$ cat config.mk
export PLATFORM = sky130hd
export DESIGN_NAME = lru_cache_with_pinned_window_top
export DESIGN_NICKNAME = d
export VERILOG_FILES = /design/src/design/lcpw_pkg.sv /design/src/design/lru_cache_with_pinned_window_top.sv
export SDC_FILE = /design/constraint.sdc
export NUM_CORES = 1
export LEC_CHECK = 0
export BUFFER_PORTS_ARGS = -buffer_cell sky130_fd_sc_hd__buf_2
export CORE_AREA = 2 2 262 239
export DETAILED_ROUTE_END_ITERATION = 8
export DIE_AREA = 0 0 264 241
export PLACE_DENSITY = 0.82
export SKIP_CTS_REPAIR_TIMING = 1
export SLEW_MARGIN = 0
export SYNTH_ARGS = -nofsm -noshare
export SYNTH_HDL_FRONTEND = slang
export SYNTH_SLANG_ARGS = --single-unit
export TNS_END_PERCENT = 5
$ cat constraint.sdc
create_clock -name clk -period 15.9 [get_ports clk]
set_input_delay 3.18 -clock clk [delete_from_list [all_inputs] [get_ports clk]]
set_output_delay 3.18 -clock clk [all_outputs]
set_load 0.02 [all_outputs]
$ cat src/design/lcpw_pkg.sv
// ============================================================================
// lcpw_pkg: shared types and constants for the pinned-window LRU slot cache
// Holds the entry word layout, the controller states, the action codes and
// the helper functions for the circular window test.
// ============================================================================
package lcpw_pkg;

    // Geometry of the cache.
    localparam int ENTRIES     = 13;
    localparam int WINDOW_SPAN = 9;
    localparam int HALF_SPAN   = WINDOW_SPAN / 2;
    localparam int IDX_W       = $clog2(ENTRIES);

    // Field widths.
    localparam int ACTION_W = 2;
    localparam int ALBUM_W  = 12;
    localparam int COUNT_W  = 13;
    localparam int SLOT_W   = 6;
    localparam int AGE_W    = 32;
    localparam int DATA_W   = 32;
    localparam int PADDR_W  = 2;

    // The modulo unit retires this many dividend bits per cycle.
    localparam int MOD_STEPS  = 4;
    localparam int MOD_CHUNKS = ALBUM_W / MOD_STEPS;
    localparam int MOD_CNT_W  = $clog2(MOD_CHUNKS);

    // Action codes.
    localparam logic [ACTION_W-1:0] ACT_LOOKUP = 2'd0;
    localparam logic [ACTION_W-1:0] ACT_PROBE  = 2'd1;
    localparam logic [ACTION_W-1:0] ACT_DROP   = 2'd2;
    localparam logic [ACTION_W-1:0] ACT_FLUSH  = 2'd3;

    // Register addresses.
    localparam logic [PADDR_W-1:0] ADDR_ALBUM_COUNT = 2'd0;

    // One entry of the slot memory.
    typedef struct packed {
        logic [ALBUM_W-1:0] album;
        logic               has_art;
        logic [AGE_W-1:0]   age;
    } ent_t;

    // Controller states.
    typedef enum logic [2:0] {
        ST_IDLE,
        ST_CMOD,
        ST_READ,
        ST_EVAL,
        ST_EMOD,
        ST_JUDGE,
        ST_WRITE,
        ST_DONE
    } state_t;

    // A few restoring remainder steps: shift in dividend bits, subtract n when it fits.
    function automatic logic [COUNT_W-1:0] mod_step(
        input logic [COUNT_W-1:0]   r,
        input logic [MOD_STEPS-1:0] bits,
        input logic [COUNT_W-1:0]   n
    );
        logic [COUNT_W:0] t;
        t = {1'b0, r};
        for (int k = 0; k < MOD_STEPS; k++)
        begin
            t = {t[COUNT_W-1:0], bits[MOD_STEPS-1-k]};
            if (t >= {1'b0, n})
            begin
                t = t - {1'b0, n};
            end
        end
        return t[COUNT_W-1:0];
    endfunction

    // Circular window test on residues that are already reduced modulo n.
    function automatic logic in_window(
        input logic [COUNT_W-1:0] ra,
        input logic [COUNT_W-1:0] rc,
        input logic [COUNT_W-1:0] n
    );
        logic [COUNT_W:0] d;
        logic [COUNT_W:0] nx;
        nx = {1'b0, n};
        if (ra >= rc)
        begin
            d = {1'b0, ra} - {1'b0, rc};
        end
        else
        begin
            d = {1'b0, ra} + nx - {1'b0, rc};
        end
        return (n != '0) &&
               ((d <= (COUNT_W+1)'(HALF_SPAN)) ||
                (nx <= (COUNT_W+1)'(HALF_SPAN)) ||
                (d >= nx - (COUNT_W+1)'(HALF_SPAN)));
    endfunction

endpackage

$ cat src/design/lru_cache_with_pinned_window_top.sv
// ============================================================================
// lru_cache_with_pinned_window_top: LRU slot cache with a pinned window
// Fully associative cache of item slots with least-recently-used eviction
// that spares entries near the current centre item.
// ============================================================================
//
// Usage
//   A transaction is issued by raising start while busy is low; action,
//   album, centre and has_art are sampled at that edge. Exactly one result
//   comes back per transaction: done is high for one cycle with hit, slot,
//   evicted_valid, evicted_album and repaint. The receiver cannot stall, so
//   the result is simply presented for that one cycle.
//   A flush clears every valid bit and goes straight to the result. A probe
//   scans the slot memory one entry at a time until the first hit or the
//   last entry. A lookup and a drop first reduce the centre modulo
//   album_count. A lookup then judges an invalid entry directly, reduces a
//   valid one it passes before judging it, stops at the entry that hits,
//   and ends by writing the hit or victim slot. A drop reduces and removes
//   each valid entry without art, keeps the rest, and ends with the result.
//   The scan is set by the single read port of the entry memory, walked one
//   entry at a time, and by the shared modulo unit at 4 bits per cycle. One
//   transaction is in flight at a time; busy stays high until done. The user
//   writes album_count over the APB port only while the block is idle; the
//   block does not enforce it. Reset empties the cache, zeroes the ages and
//   the use counter and sets album_count to 1. Entry words that were never
//   written read as zero.
//
module lru_cache_with_pinned_window_top (
    input  logic                         clk,
    input  logic                         rst_n,
    input  logic                         start,
    output logic                         busy,
    input  logic [lcpw_pkg::ACTION_W-1:0] action,
    input  logic [lcpw_pkg::ALBUM_W-1:0]  album,
    input  logic [lcpw_pkg::ALBUM_W-1:0]  centre,
    input  logic                         has_art,
    output logic                         done,
    output logic                         hit,
    output logic [lcpw_pkg::SLOT_W-1:0]   slot,
    output logic                         evicted_valid,
    output logic [lcpw_pkg::ALBUM_W-1:0]  evicted_album,
    output logic                         repaint,
    input  logic                         psel,
    input  logic                         penable,
    input  logic                         pwrite,
    input  logic [lcpw_pkg::PADDR_W-1:0]  paddr,
    input  logic [lcpw_pkg::DATA_W-1:0]   pwdata,
    output logic [lcpw_pkg::DATA_W-1:0]   prdata,
    output logic                         pready
);
    import lcpw_pkg::*;

    // Control state.
    state_t               state_reg, state_next;
    logic [IDX_W-1:0]     idx_reg, idx_next;
    logic [ENTRIES-1:0]   valid_reg, valid_next;
    logic [ENTRIES-1:0]   written_reg;
    logic [AGE_W-1:0]     counter_reg, counter_next;
    logic [COUNT_W-1:0]   album_count_reg;
    logic [MOD_CNT_W-1:0] mod_cnt_reg, mod_cnt_next;

    // Latched transaction and working values.
    logic [ACTION_W-1:0]  act_reg, act_next;
    logic [ALBUM_W-1:0]   album_reg, album_next;
    logic [ALBUM_W-1:0]   centre_reg, centre_next;
    logic                 art_reg, art_next;
    logic [COUNT_W-1:0]   mod_r_reg, mod_r_next;
    logic [COUNT_W-1:0]   rc_reg, rc_next;
    logic                 have_best_reg, have_best_next;
    logic [IDX_W-1:0]     best_idx_reg, best_idx_next;
    logic [AGE_W-1:0]     best_age_reg, best_age_next;
    logic                 best_valid_reg, best_valid_next;
    logic [ALBUM_W-1:0]   best_album_reg, best_album_next;
    logic [ALBUM_W-1:0]   e0_album_reg, e0_album_next;

    // Result registers.
    logic                 hit_reg, hit_next;
    logic [SLOT_W-1:0]    slot_reg, slot_next;
    logic                 ev_valid_reg, ev_valid_next;
    logic [ALBUM_W-1:0]   ev_album_reg, ev_album_next;
    logic                 repaint_reg, repaint_next;

    // Entry memory and its read path.
    ent_t                 ent_mem [ENTRIES];
    ent_t                 rdata_reg;
    logic                 rd_written_reg;
    ent_t                 rd;
    logic                 mem_we;
    ent_t                 wr_word;
    logic [IDX_W-1:0]     wr_addr;

    // Helper signals.
    logic                 accept;
    logic                 cfg_write;
    logic                 rd_valid;
    logic                 match;
    logic                 last;
    logic                 advance;
    logic                 pinned;
    logic [ALBUM_W-1:0]   mod_div;
    logic [ALBUM_W-1:0]   mod_shift;
    logic [COUNT_W-1:0]   mod_val;
    logic                 mod_last;

    assign accept    = start && !busy;
    assign busy      = (state_reg != ST_IDLE);
    assign pready    = 1'b1;
    assign cfg_write = psel && penable && pwrite && pready && (paddr == ADDR_ALBUM_COUNT);
    assign prdata    = (paddr == ADDR_ALBUM_COUNT) ? DATA_W'(album_count_reg) : '0;

    // Words that were never written read as their reset value.
    assign rd       = rd_written_reg ? rdata_reg : '0;
    assign rd_valid = valid_reg[idx_reg];
    assign match    = rd_valid && (rd.album == album_reg);
    assign last     = (idx_reg == IDX_W'(ENTRIES - 1));

    // Shared modulo unit: the centre in its own state, else the entry item.
    assign mod_div   = (state_reg == ST_CMOD) ? centre_reg : rd.album;
    assign mod_shift = mod_div << (MOD_STEPS * 32'(mod_cnt_reg));
    assign mod_val   = mod_step(mod_r_reg, mod_shift[ALBUM_W-1 -: MOD_STEPS], album_count_reg);
    assign mod_last  = (mod_cnt_reg == MOD_CNT_W'(MOD_CHUNKS - 1));

    assign pinned = rd_valid && in_window(mod_r_reg, rc_reg, album_count_reg);

    // Write port: refresh the hit entry or fill the victim slot.
    assign wr_addr         = slot_reg[IDX_W-1:0];
    assign wr_word.album   = hit_reg ? rd.album : album_reg;
    assign wr_word.has_art = hit_reg ? rd.has_art : art_reg;
    assign wr_word.age     = counter_reg + AGE_W'(1);

    // Next state and datapath updates.
    always_comb
    begin
        state_next      = state_reg;
        idx_next        = idx_reg;
        valid_next      = valid_reg;
        counter_next    = counter_reg;
        mod_cnt_next    = mod_cnt_reg;
        act_next        = act_reg;
        album_next      = album_reg;
        centre_next     = centre_reg;
        art_next        = art_reg;
        mod_r_next      = mod_r_reg;
        rc_next         = rc_reg;
        have_best_next  = have_best_reg;
        best_idx_next   = best_idx_reg;
        best_age_next   = best_age_reg;
        best_valid_next = best_valid_reg;
        best_album_next = best_album_reg;
        e0_album_next   = e0_album_reg;
        hit_next        = hit_reg;
        slot_next       = slot_reg;
        ev_valid_next   = ev_valid_reg;
        ev_album_next   = ev_album_reg;
        repaint_next    = repaint_reg;
        mem_we          = 1'b0;
        advance         = 1'b0;

        unique case (state_reg)
            ST_IDLE:
            begin
                if (accept)
                begin
                    act_next       = action;
                    album_next     = album;
                    centre_next    = centre;
                    art_next       = has_art;
                    idx_next       = '0;
                    have_best_next = 1'b0;
                    mod_r_next     = '0;
                    mod_cnt_next   = '0;
                    hit_next       = 1'b0;
                    slot_next      = '0;
                    ev_valid_next  = 1'b0;
                    ev_album_next  = '0;
                    repaint_next   = 1'b0;
                    priority if (action == ACT_FLUSH)
                    begin
                        valid_next = '0;
                        state_next = ST_DONE;
                    end
                    else if (action == ACT_PROBE)
                    begin
                        state_next = ST_READ;
                    end
                    else
                    begin
                        state_next = ST_CMOD;
                    end
                end
            end

            // Reduce the centre item modulo album_count.
            ST_CMOD:
            begin
                mod_r_next   = mod_val;
                mod_cnt_next = mod_cnt_reg + MOD_CNT_W'(1);
                if (mod_last)
                begin
                    rc_next    = mod_val;
                    state_next = ST_READ;
                end
            end

            ST_READ:
            begin
                state_next = ST_EVAL;
            end

            // Entry word is available: check for a hit, decide what else it needs.
            ST_EVAL:
            begin
                if (idx_reg == '0)
                begin
                    e0_album_next = rd.album;
                end
                if ((act_reg != ACT_DROP) && match)
                begin
                    hit_next   = 1'b1;
                    slot_next  = SLOT_W'(idx_reg);
                    state_next = (act_reg == ACT_LOOKUP) ? ST_WRITE : ST_DONE;
                end
                else if (act_reg == ACT_PROBE)
                begin
                    advance = 1'b1;
                end
                else if (rd_valid && ((act_reg == ACT_LOOKUP) || !rd.has_art))
                begin
                    mod_r_next   = '0;
                    mod_cnt_next = '0;
                    state_next   = ST_EMOD;
                end
                else if (act_reg == ACT_LOOKUP)
                begin
                    state_next = ST_JUDGE;
                end
                else
                begin
                    advance = 1'b1;
                end
            end

            // Reduce the entry item modulo album_count.
            ST_EMOD:
            begin
                mod_r_next   = mod_val;
                mod_cnt_next = mod_cnt_reg + MOD_CNT_W'(1);
                if (mod_last)
                begin
                    state_next = ST_JUDGE;
                end
            end

            // Victim tracking for a lookup, removal for a drop.
            ST_JUDGE:
            begin
                if (act_reg == ACT_LOOKUP)
                begin
                    if (!pinned && (!have_best_reg || (rd.age < best_age_reg)))
                    begin
                        have_best_next  = 1'b1;
                        best_idx_next   = idx_reg;
                        best_age_next   = rd.age;
                        best_valid_next = rd_valid;
                        best_album_next = rd_valid ? rd.album : '0;
                    end
                end
                else
                begin
                    valid_next[idx_reg] = 1'b0;
                    repaint_next        = repaint_reg | pinned;
                end
                advance = 1'b1;
            end

            ST_WRITE:
            begin
                mem_we              = 1'b1;
                valid_next[wr_addr] = 1'b1;
                counter_next        = counter_reg + AGE_W'(1);
                state_next          = ST_DONE;
            end

            ST_DONE:
            begin
                state_next = ST_IDLE;
            end

            default:
            begin
                state_next = ST_IDLE;
            end
        endcase

        // Step to the next entry, or close the scan after the last one.
        if (advance)
        begin
            if (!last)
            begin
                idx_next   = idx_reg + IDX_W'(1);
                state_next = ST_READ;
            end
            else if (act_reg == ACT_LOOKUP)
            begin
                // With every slot pinned, slot 0 is replaced.
                if (have_best_next)
                begin
                    slot_next     = SLOT_W'(best_idx_next);
                    ev_valid_next = best_valid_next;
                    ev_album_next = best_album_next;
                end
                else
                begin
                    slot_next     = '0;
                    ev_valid_next = valid_reg[0];
                    ev_album_next = valid_reg[0] ? e0_album_reg : '0;
                end
                state_next = ST_WRITE;
            end
            else
            begin
                state_next = ST_DONE;
            end
        end
    end

    // Control registers.
    always_ff @(posedge clk or negedge rst_n)
    begin
        if (!rst_n)
        begin
            state_reg       <= ST_IDLE;
            idx_reg         <= '0;
            valid_reg       <= '0;
            written_reg     <= '0;
            counter_reg     <= '0;
            album_count_reg <= COUNT_W'(1);
            mod_cnt_reg     <= '0;
            rd_written_reg  <= 1'b0;
        end
        else
        begin
            state_reg      <= state_next;
            idx_reg        <= idx_next;
            valid_reg      <= valid_next;
            counter_reg    <= counter_next;
            mod_cnt_reg    <= mod_cnt_next;
            rd_written_reg <= written_reg[idx_reg];
            if (mem_we)
            begin
                written_reg[wr_addr] <= 1'b1;
            end
            if (cfg_write)
            begin
                album_count_reg <= pwdata[COUNT_W-1:0];
            end
        end
    end

    // Payload registers.
    always_ff @(posedge clk)
    begin
        act_reg        <= act_next;
        album_reg      <= album_next;
        centre_reg     <= centre_next;
        art_reg        <= art_next;
        mod_r_reg      <= mod_r_next;
        rc_reg         <= rc_next;
        have_best_reg  <= have_best_next;
        best_idx_reg   <= best_idx_next;
        best_age_reg   <= best_age_next;
        best_valid_reg <= best_valid_next;
        best_album_reg <= best_album_next;
        e0_album_reg   <= e0_album_next;
        hit_reg        <= hit_next;
        slot_reg       <= slot_next;
        ev_valid_reg   <= ev_valid_next;
        ev_album_reg   <= ev_album_next;
        repaint_reg    <= repaint_next;
    end

    // Entry memory: one write port, one registered read port.
    always_ff @(posedge clk)
    begin
        if (mem_we)
        begin
            ent_mem[wr_addr] <= wr_word;
        end
        rdata_reg <= ent_mem[idx_reg];
    end

    // Result ports.
    assign done          = (state_reg == ST_DONE);
    assign hit           = hit_reg;
    assign slot          = slot_reg;
    assign evicted_valid = ev_valid_reg;
    assign evicted_album = ev_album_reg;
    assign repaint       = repaint_reg;

    // A flush transaction completes in the following cycle.
    assert property (@(posedge clk) disable iff (!rst_n)
        (accept && (action == ACT_FLUSH)) |=> done)
        else $error("flush did not complete in one cycle");

    // A reported hit names a slot that holds a valid entry.
    assert property (@(posedge clk) disable iff (!rst_n)
        (done && hit_reg) |-> valid_reg[slot_reg[IDX_W-1:0]])
        else $error("hit reported on an invalid slot");

    // The result strobe lasts a single cycle.
    assert property (@(posedge clk) disable iff (!rst_n)
        done |=> !done)
        else $error("result strobe held for more than one cycle");

    // A memory write is always followed by the result of its transaction.
    assert property (@(posedge clk) disable iff (!rst_n)
        (state_reg == ST_WRITE) |=> (done && valid_reg[slot_reg[IDX_W-1:0]]))
        else $error("write not followed by result with slot valid");

endmodule
* Yosys cells after proc, flatten, opt, wreduce, memory -nomap -nowiden
Memory sizes are Yosys's and may differ from the RTL's. A register that Yosys moved wholly into a read port is not among the register bits.
Cells that the tools add are included.
** Word-level totals
- RAM bits :: 585
- Bits in registers :: 217
- Memories kept :: 1
- Logic and storage cells :: 219
- Output and inout port bits :: 56
- Bits of input ports :: 67
** Cells by class
- Shifts and indexed selects :: 1
- Add/subtract/negate cells :: 11
- Magnitude comparators :: 13
- Equal/unequal tests :: 26
- Mux-type cells :: 96
- Reductions and logical operators :: 41
- Bitwise gates (word level) :: 5
** Memory list
- ent_mem :: depth 13, bits a word 45, read ports 1, clocked after memory_dff 1, wr ports 1, line lru_cache_with_pinned_window_top.sv:84 : ent_t ent_mem [ENTRIES];
** Operators by type and width (number)
- 12-bit two-way mux :: 13
- 13-bit two-way mux :: 12
- 13-bit case mux with 3 select lines :: 2
- 14-bit by 13-bit greater-or-equal comparator with 1-bit output :: 4
- 13-bit subtractor :: 4
- 45-bit two-way mux :: 1
- 32-bit by 1-bit adder with 32-bit output (second input constant) :: 1
- 32-bit < comparator :: 1
- 4-bit two-way mux :: 8
- 3-bit two-way mux :: 10
- 6-bit two-way mux :: 5
- 1-bit two-way mux :: 28
- 13-bit bitwise OR :: 2
- 3-bit case mux with 7 select lines :: 1
- 2-bit inequality test (second input constant) :: 8
- 13-bit by 13-bit adder with 14-bit output :: 1
- 14-bit greater-or-equal comparator :: 1
- 14-bit by 3-bit less-or-equal comparator with 1-bit output (second input constant) :: 1
- 14-bit two-way mux :: 1
- 13-bit by 13-bit subtractor with 14-bit output :: 1
- 13-bit by 3-bit subtractor with 14-bit output (second input constant) :: 1
- 14-bit by 13-bit subtractor with 14-bit output :: 1
- 13-bit bitwise AND :: 1
- 13-bit greater-or-equal comparator :: 1
- 40 further kinds :: 84

* Longest topological paths before layout
Gate-level depths: netlist of run 1.
- Depth in word-level cells :: 17
- Gate-level depth with buffers :: 51
- Depth with buffers taken out :: 46

* Worst setup path after synthesis of run 1
No wires, ideal clock.
- Path kind :: reg2reg
- Start point :: register state_reg[2]
- End point :: register mod_r_reg[9] (data pin)
- Data arrival time :: 9.649 ns
- Data required time :: 15.628 ns
- Setup time :: 0.272 ns
- Path slack :: 5.979 ns
- Cell stages (with the launch flop) :: 48
- Clock period less this slack :: 9.921 ns
- Path buffers :: 6
- Path through :: dfrtp_1 -> clkbuf_1 -> nor3_1 -> clkbuf_1 -> o21ai_0 -> a21oi_1 -> ha_1 -> inv_1 -> fa_1 -> a21o_1 -> a21oi_2 -> a21oi_1 -> o41ai_2 -> buf_2 -> buf_2 -> mux2_2 -> fa_1 -> nand2b_1 -> (+12 left out) -> nand3_1 -> a41o_1 -> nor3_4 -> nor2_4 -> mux2_2 -> inv_1 -> ha_1 -> nor2b_1 -> o21ai_0 -> a21boi_0 -> o21ai_0 -> a21oi_1 -> a211oi_1 -> a21oi_1 -> a31o_2 -> nor2_4 -> buf_6 -> a211oi_2
** On the way
- Word-level cells in the longest chain between the ends :: 12
- Elaborated cells between the ends (all ways) :: 20
- Classes of those cells :: add/sub: 4; order compare: 4; eq/ne: 3; shift: 1; mux: 6; reduce/logical: 2
** RTL lines
- start: declaration :: line lru_cache_with_pinned_window_top.sv:54 : state_t state_reg, state_next;
- start signal: assignment :: line lru_cache_with_pinned_window_top.sv:343 : state_reg <= state_next;
- 3-bit by 1-bit equality test with 1-bit output :: line lru_cache_with_pinned_window_top.sv:118, lru_cache_with_pinned_window_top.sv:159
- 12-bit two-way mux :: line lru_cache_with_pinned_window_top.sv:118 : assign mod_div = (state_reg == ST_CMOD) ? centre_reg : rd.album;
- 12-bit by 4-bit left shift with 12-bit output :: line lru_cache_with_pinned_window_top.sv:119 : assign mod_shift = mod_div << (MOD_STEPS * 32'(mod_cnt_reg));
- 13-bit subtractor / 14-bit by 13-bit greater-or-equal comparator with 1-bit output (equally long branches) :: line lcpw_pkg.sv:69, lcpw_pkg.sv:67
- 13-bit two-way mux :: line lcpw_pkg.sv:67 : if (t >= {1'b0, n})
- 13-bit subtractor / 14-bit by 13-bit greater-or-equal comparator with 1-bit output (equally long branches) :: line lcpw_pkg.sv:69, lcpw_pkg.sv:67
- 13-bit two-way mux :: line lcpw_pkg.sv:67
- 13-bit subtractor / 14-bit by 13-bit greater-or-equal comparator with 1-bit output (equally long branches) :: line lcpw_pkg.sv:69, lcpw_pkg.sv:67
- 13-bit two-way mux :: line lcpw_pkg.sv:67
- 13-bit subtractor / 14-bit by 13-bit greater-or-equal comparator with 1-bit output (equally long branches) :: line lcpw_pkg.sv:69, lcpw_pkg.sv:67
- 13-bit two-way mux :: line lcpw_pkg.sv:67
- 13-bit case mux with 3 select lines * :: line lru_cache_with_pinned_window_top.sv:159 : unique case (state_reg)
- end signal: assignment :: line lru_cache_with_pinned_window_top.sv:367 : mod_r_reg <= mod_r_next;
- end: declaration :: line lru_cache_with_pinned_window_top.sv:67 : logic [COUNT_W-1:0] mod_r_reg, mod_r_next;
Every way passes the cells marked *; elsewhere a longest branch is shown, timed or not.
A chain may end at the register's enable or synchronous reset.

* Worst setup path in the final report of run 1
- Start point :: register state_reg[0]
- End point :: register mod_r_reg[7] (data pin)
The elaborated chain is that of the path after synthesis.

==> flow_metrics.env, run 1 <==
export IMPL_outcome="finished clean"
export IMPL_fin_crit_sh=0.7988
export IMPL_rr_startpoint="state_reg[0]$_DFFE_PN0P_"
export IMPL_finalSetupTns_ns=0
export IMPL_area_delta_synth_final_pct=9.908
export IMPL_dp_hpwl_um=57020
export IMPL_grt_start_max_net_pins=75
export IMPL_synthFlopType="edfxtp_1"
export IMPL_numCtsBuffers=81
export IMPL_ys_async_sr_fraction=0.09563
export IMPL_ys_types=96
export IMPL_tightestPinTransition_ns=1.237
export IMPL_layout_common_cells="edfxtp_1 (684), mux4_2 (187), inv_1 (184)"
export IMPL_ys_seq_area_frac=0.6170
export IMPL_cp_arrival_ns=13.07
export IMPL_vias_per_cell=6.725
export IMPL_hold_path_end="best_album_reg[5]$_DFF_P_"
export IMPL_dr_pass1_iters=7
export IMPL_cts_sinks=847
export IMPL_final_layout_size_suffix_gt1_frac=0.1898
export IMPL_ys_seq_elements=847
export IMPL_vias=24370
export IMPL_critPathKind="register to register"
export IMPL_wl_per_cell_um=27.61
export IMPL_slew_viol_final=0
export IMPL_hold_violations=0
export IMPL_synth_warnings=0
export IMPL_die_y_um=241
export IMPL_htreeDepth=3
export IMPL_port_buffers=83
export IMPL_die_x_um=264
export IMPL_finalClockSkew_ns=0.04701
export IMPL_largest_reg_flops=585
export IMPL_synth_edf_count=684
export IMPL_worstHoldPathCells=2
export IMPL_routed_wl_um=100000
export IMPL_die_area_um2=63620
export IMPL_cpMostUsedCell="a21oi_1"
export IMPL_avgSynthCellArea_um2=14.72
export IMPL_grt_use_total=0.3183
export IMPL_cp_required_ns=16.27
export IMPL_reg2reg_to="mod_r_reg[7]$_SDFFCE_PN0P_"
export IMPL_grt_pass1_vias=24920
export IMPL_r2r_cells=45
export IMPL_drtAntennaViolNets=0
export IMPL_mostFrequentLayoutCell="edfxtp_1"
export IMPL_hp_start="best_album_reg[5]$_DFF_P_"
export IMPL_clk_path_buf_depth=3
export IMPL_relSlewSlack=0.1675
export IMPL_layout_min_cycle_time_ns=12.70
export IMPL_core_area_um2=60690
export IMPL_rrSetupSlack_ns=3.20
export IMPL_cp_start_kind="register"
export IMPL_holdCritPathClass="register to register"
export IMPL_grt_first_pass_wirelength_um=150700
export IMPL_clk_pin_slew_ns=0.06
export IMPL_rows=86
export IMPL_grt_overflow=0
export IMPL_drt_iter0_markers=2702
export IMPL_start_util=0.6465
export IMPL_rsz0062_at_grt="no"
export IMPL_clk_latency_ns=0.66
export IMPL_nets=2978
export IMPL_drv_cap=0
export IMPL_antenna_found_initial=2
export IMPL_crit_fanout=22
export IMPL_fin_util=0.7106
export IMPL_cts_root_buf="clkbuf_16"
export IMPL_netlist_area_um2=39240
export IMPL_gp_congestion=0.9517
export IMPL_setup_viol=0
export IMPL_timing_fmax_ghz=0.07874
export IMPL_endpoint_kind="register"
export IMPL_io_pins=123
export IMPL_drc_errors=0
export IMPL_synthCells=2666
export IMPL_max_stage_delay_ns=0.82
export IMPL_slowest_stage="a31oi_1"
export IMPL_cts_tree="built"
## worst max path at each step
stage / endpoint / startpoint / slack [ns]
6_report: mod_r_reg[7]$_SDFFCE_PN0P_ / state_reg[0]$_DFFE_PN0P_ / 3.20
5_1_grt: mod_r_reg[7]$_SDFFCE_PN0P_ / state_reg[0]$_DFFE_PN0P_ / 2.39
4_1_cts: mod_r_reg[7]$_SDFFCE_PN0P_ / state_reg[0]$_DFFE_PN0P_ / 3.41
3_5_place_dp: mod_r_reg[12]$_SDFFCE_PN0P_ / state_reg[0]$_DFFE_PN0P_ / 3.50
3_3_place_gp: mod_r_reg[7]$_SDFFCE_PN0P_ / state_reg[0]$_DFFE_PN0P_ / 3.63
2_1_floorplan: mod_r_reg[9]$_SDFFCE_PN0P_ / state_reg[2]$_DFFE_PN0P_ / 5.98
## final cells by class
class | count | area [um^2]
timing repair buffer | 113 | 643.1
inverter | 185 | 695.7
fill | 3680 | 17560
multi-input combinational | 1533 | 13920
clock inverter | 45 | 426.7
clock buffer | 106 | 2222
sequential | 847 | 24220
antenna | 2 | 5.005
tap | 792 | 991.0
## routing by layer
layer  wire length [um]  part of all wire  global-route usage  vias up
li1                   -                 -                   -    10330
met1              36760              0.37              0.4043    12230
met2              49090              0.49              0.5278     1431
met3               8757             0.088             0.06122      374
met4               5360             0.054              0.1691        4
met5                 83           0.00083                   0        -
## kinds of logic after synthesis
kind of cell | after synthesis | share of synthesized area
compound gates | 422 | 0.07264
other cells | 2 | 0.0001914
xor+xnor | 123 | 0.02746
simple gates | 564 | 0.07293
flops | 847 | 0.6170
fa+ha+maj | 150 | 0.05128
mux | 254 | 0.1262
buf+inv | 304 | 0.03230
## cells in the mapped netlist (40+ instances only)
library cell,n,area [um^2]
inv_1,184,690.7
dfrtp_1,80,2002
xnor2_1,64,560.5
o21ai_0,76,380.4
mux4_2,187,4212
ha_1,132,1652
nand3_1,40,200.2
dfxtp_1,82,1642
nor2_1,124,465.5
nor3_1,54,270.3
nand2_1,145,544.3
xor2_1,59,516.8
edfxtp_1,684,20540
a21oi_1,103,515.5
clkbuf_1,66,247.7
## metrics by stage
step           area [um^2]  setup slack, ns  instances  hold WS [ns]
2_1_floorplan        39300            5.979       2684        0.4246
3_3_place_gp         40470            3.629       3470        0.4345
3_5_place_dp         40470            3.496       3470        0.4391
4_1_cts              43120            3.412       3621        0.4548
5_1_grt              43120            2.393       3621        0.4774
6_report             43120            3.199       3623        0.4542
## worst max-delay path: cells and delay by family (launching register included)
| kind | cells | cell delay, ns |
|---|---|---|
| compound gates | 22 | 5.91 |
| simple gates | 10 | 1.95 |
| fa+ha+maj | 5 | 1.65 |
| mux | 3 | 1.34 |
| buf+inv | 5 | 0.88 |
| flops | 1 | 0.66 |
Power of run 1 is not shown: default switching activity piles up to over one toggle a cycle in this logic, so the estimate is an artifact.
==> inputs of run 2 (changes only) <==
CORE_AREA = 2 2 283 257   (was 2 2 262 239)
DIE_AREA = 0 0 285 259   (was 0 0 264 241)
PLACE_DENSITY = 0.75   (was 0.82)
clock period = 11.03 ns   (was 15.9 ns; I/O delays follow)
==> flow_metrics.env, run 2 (synthesized netlist as in run 1, its figures left out) <==
export IMPL_port_buffers=83
export IMPL_register_area_um2=24220
export IMPL_cts_tree="built"
export IMPL_fillers=5115
export IMPL_grt_pass1_vias=24010
export IMPL_io_pins=123
export IMPL_finalClockSkew_ns=0.03267
export IMPL_grt_use_total=0.2638
export IMPL_drv_cap=0
export IMPL_die_x_um=285
export IMPL_rows=93
export IMPL_endpoint_kind="register"
export IMPL_largest_reg_flops=585
export IMPL_routed_wl_um=96970
export IMPL_holdCritPathClass="register to register"
export IMPL_drc_errors=0
export IMPL_nets=3031
export IMPL_layout_min_cycle_time_ns=10.44
export IMPL_htreeDepth=3
export IMPL_vias_per_cell=6.222
export IMPL_dp_cells=3676
export IMPL_relSlewSlack=0.2674
export IMPL_final_cells=3834
export IMPL_hold_violations=0
export IMPL_final_layout_size_suffix_gt1_frac=0.2080
export IMPL_drtAntennaViolNets=0
export IMPL_multi_input_area_um2=13960
export IMPL_area_delta_synth_final_pct=11.80
export IMPL_cp_arrival_ns=10.78
export IMPL_layout_common_cells="edfxtp_1 (684), mux4_2 (187), inv_1 (184)"
export IMPL_drt_iter0_markers=2587
export IMPL_dr_pass1_iters=7
export IMPL_setup_viol=0
export IMPL_grt_overflow=0
export IMPL_outcome="finished clean"
export IMPL_numCtsBuffers=82
export IMPL_die_area_um2=73820
export IMPL_crit_buf_inv=5
export IMPL_dp_hpwl_um=58090
export IMPL_clk_latency_ns=0.65
export IMPL_cp_start_kind="register"
export IMPL_num_antenna_cells=0
export IMPL_cts_sinks=847
export IMPL_grt_start_max_net_pins=58
export IMPL_mostFrequentLayoutCell="edfxtp_1"
export IMPL_gp_congestion=0.9452
export IMPL_cp_required_ns=11.37
export IMPL_slew_viol_final=0
export IMPL_crit_family="compound AO/OA/AOI/OAI gates"
export IMPL_crit_fanout=12
export IMPL_clk_path_buf_depth=3
export IMPL_critPathKind="register to register"
export IMPL_finalSetupTns_ns=0
export IMPL_slowest_stage="o21ai_0"
export IMPL_grt_first_pass_wirelength_um=146400
export IMPL_cts_root_buf="clkbuf_16"
export IMPL_tightestPinTransition_ns=1.099
export IMPL_start_util=0.5528
export IMPL_antenna_found_initial=0
export IMPL_fin_crit_sh=0.9467
export IMPL_clk_pin_slew_ns=0.06
export IMPL_timing_fmax_ghz=0.09577
export IMPL_wl_per_cell_um=25.29
export IMPL_die_y_um=259
export IMPL_max_stage_delay_ns=0.53
export IMPL_vias=23860
export IMPL_core_area_um2=70980
==> run 2: changes by cell type in the layout (fill, tap and decap cells not counted), sizes merged <==
| cell | previous run | this run |
|---|---|---|
| buf | 113 | 165 |
| clkbuf | 106 | 116 |
| clkinv | 36 | 28 |
| diode | 2 | 0 |
| bufinv | 4 | 5 |
| clkinvlp | 1 | 2 |
| inv | 189 | 188 |
==> run 2: cell type report <==
cell class | instances | share of cell area
Multi-Input combinational cell | 1533 | 0.3183
Clock buffer | 116 | 0.05388
Sequential cell | 847 | 0.5521
Inverter | 185 | 0.01586
Tap cell | 950 | 0.02710
Timing Repair Buffer | 165 | 0.02365
Clock inverter | 38 | 0.009184
==> run 2: per-layer routing <==
layer  part of all wire  track usage
met3              0.083      0.03594
met5                  0            0
met1               0.41       0.3781
met4              0.030      0.08682
met2               0.47       0.4227
==> run 2: worst reg2reg max path: cells and delay by family, from the launching register on <==
kind / cells / cell delay [ns]
fa+ha+maj: 5 / 1.88
simple gates: 10 / 1.57
buf+inv: 5 / 0.73
compound gates: 26 / 5.31
flops: 1 / 0.35
mux: 1 / 0.33
==> run 2: per-stage QoR <==
stage	setup slack (ns)	area [um^2]	hold WS [ns]	utilization
5_1_grt	-0.01133	43870	0.4808	0.6180
2_1_floorplan	1.109	39300	0.4246	-
6_report	0.5883	43870	0.4583	0.6180
3_5_place_dp	0.3174	41030	0.4448	0.5780
4_1_cts	0.2510	43790	0.4604	0.6170
3_3_place_gp	0.4952	41030	0.4348	0.5780
==> run 2: final timing paths <==
kind,start,endpoint,slack (ns),cells after the start
setup / recovery,state_reg[0]$_DFFE_PN0P_,mod_r_reg[5]$_SDFFCE_PN0P_,0.59,47
hold / removal,best_album_reg[5]$_DFF_P_,best_album_reg[5]$_DFF_P_,0.46,2
setup reg to reg,state_reg[0]$_DFFE_PN0P_,mod_r_reg[5]$_SDFFCE_PN0P_,0.59,47
hold reg to reg,best_album_reg[5]$_DFF_P_,best_album_reg[5]$_DFF_P_,0.46,2
max in group asynchronous,rst_n,idx_reg[0]$_DFF_PN0_,8.14,2
min in group asynchronous,rst_n,counter_reg[14]$_DFFE_PN0P_,1.50,1
Power of run 2 is left out for the same reason.
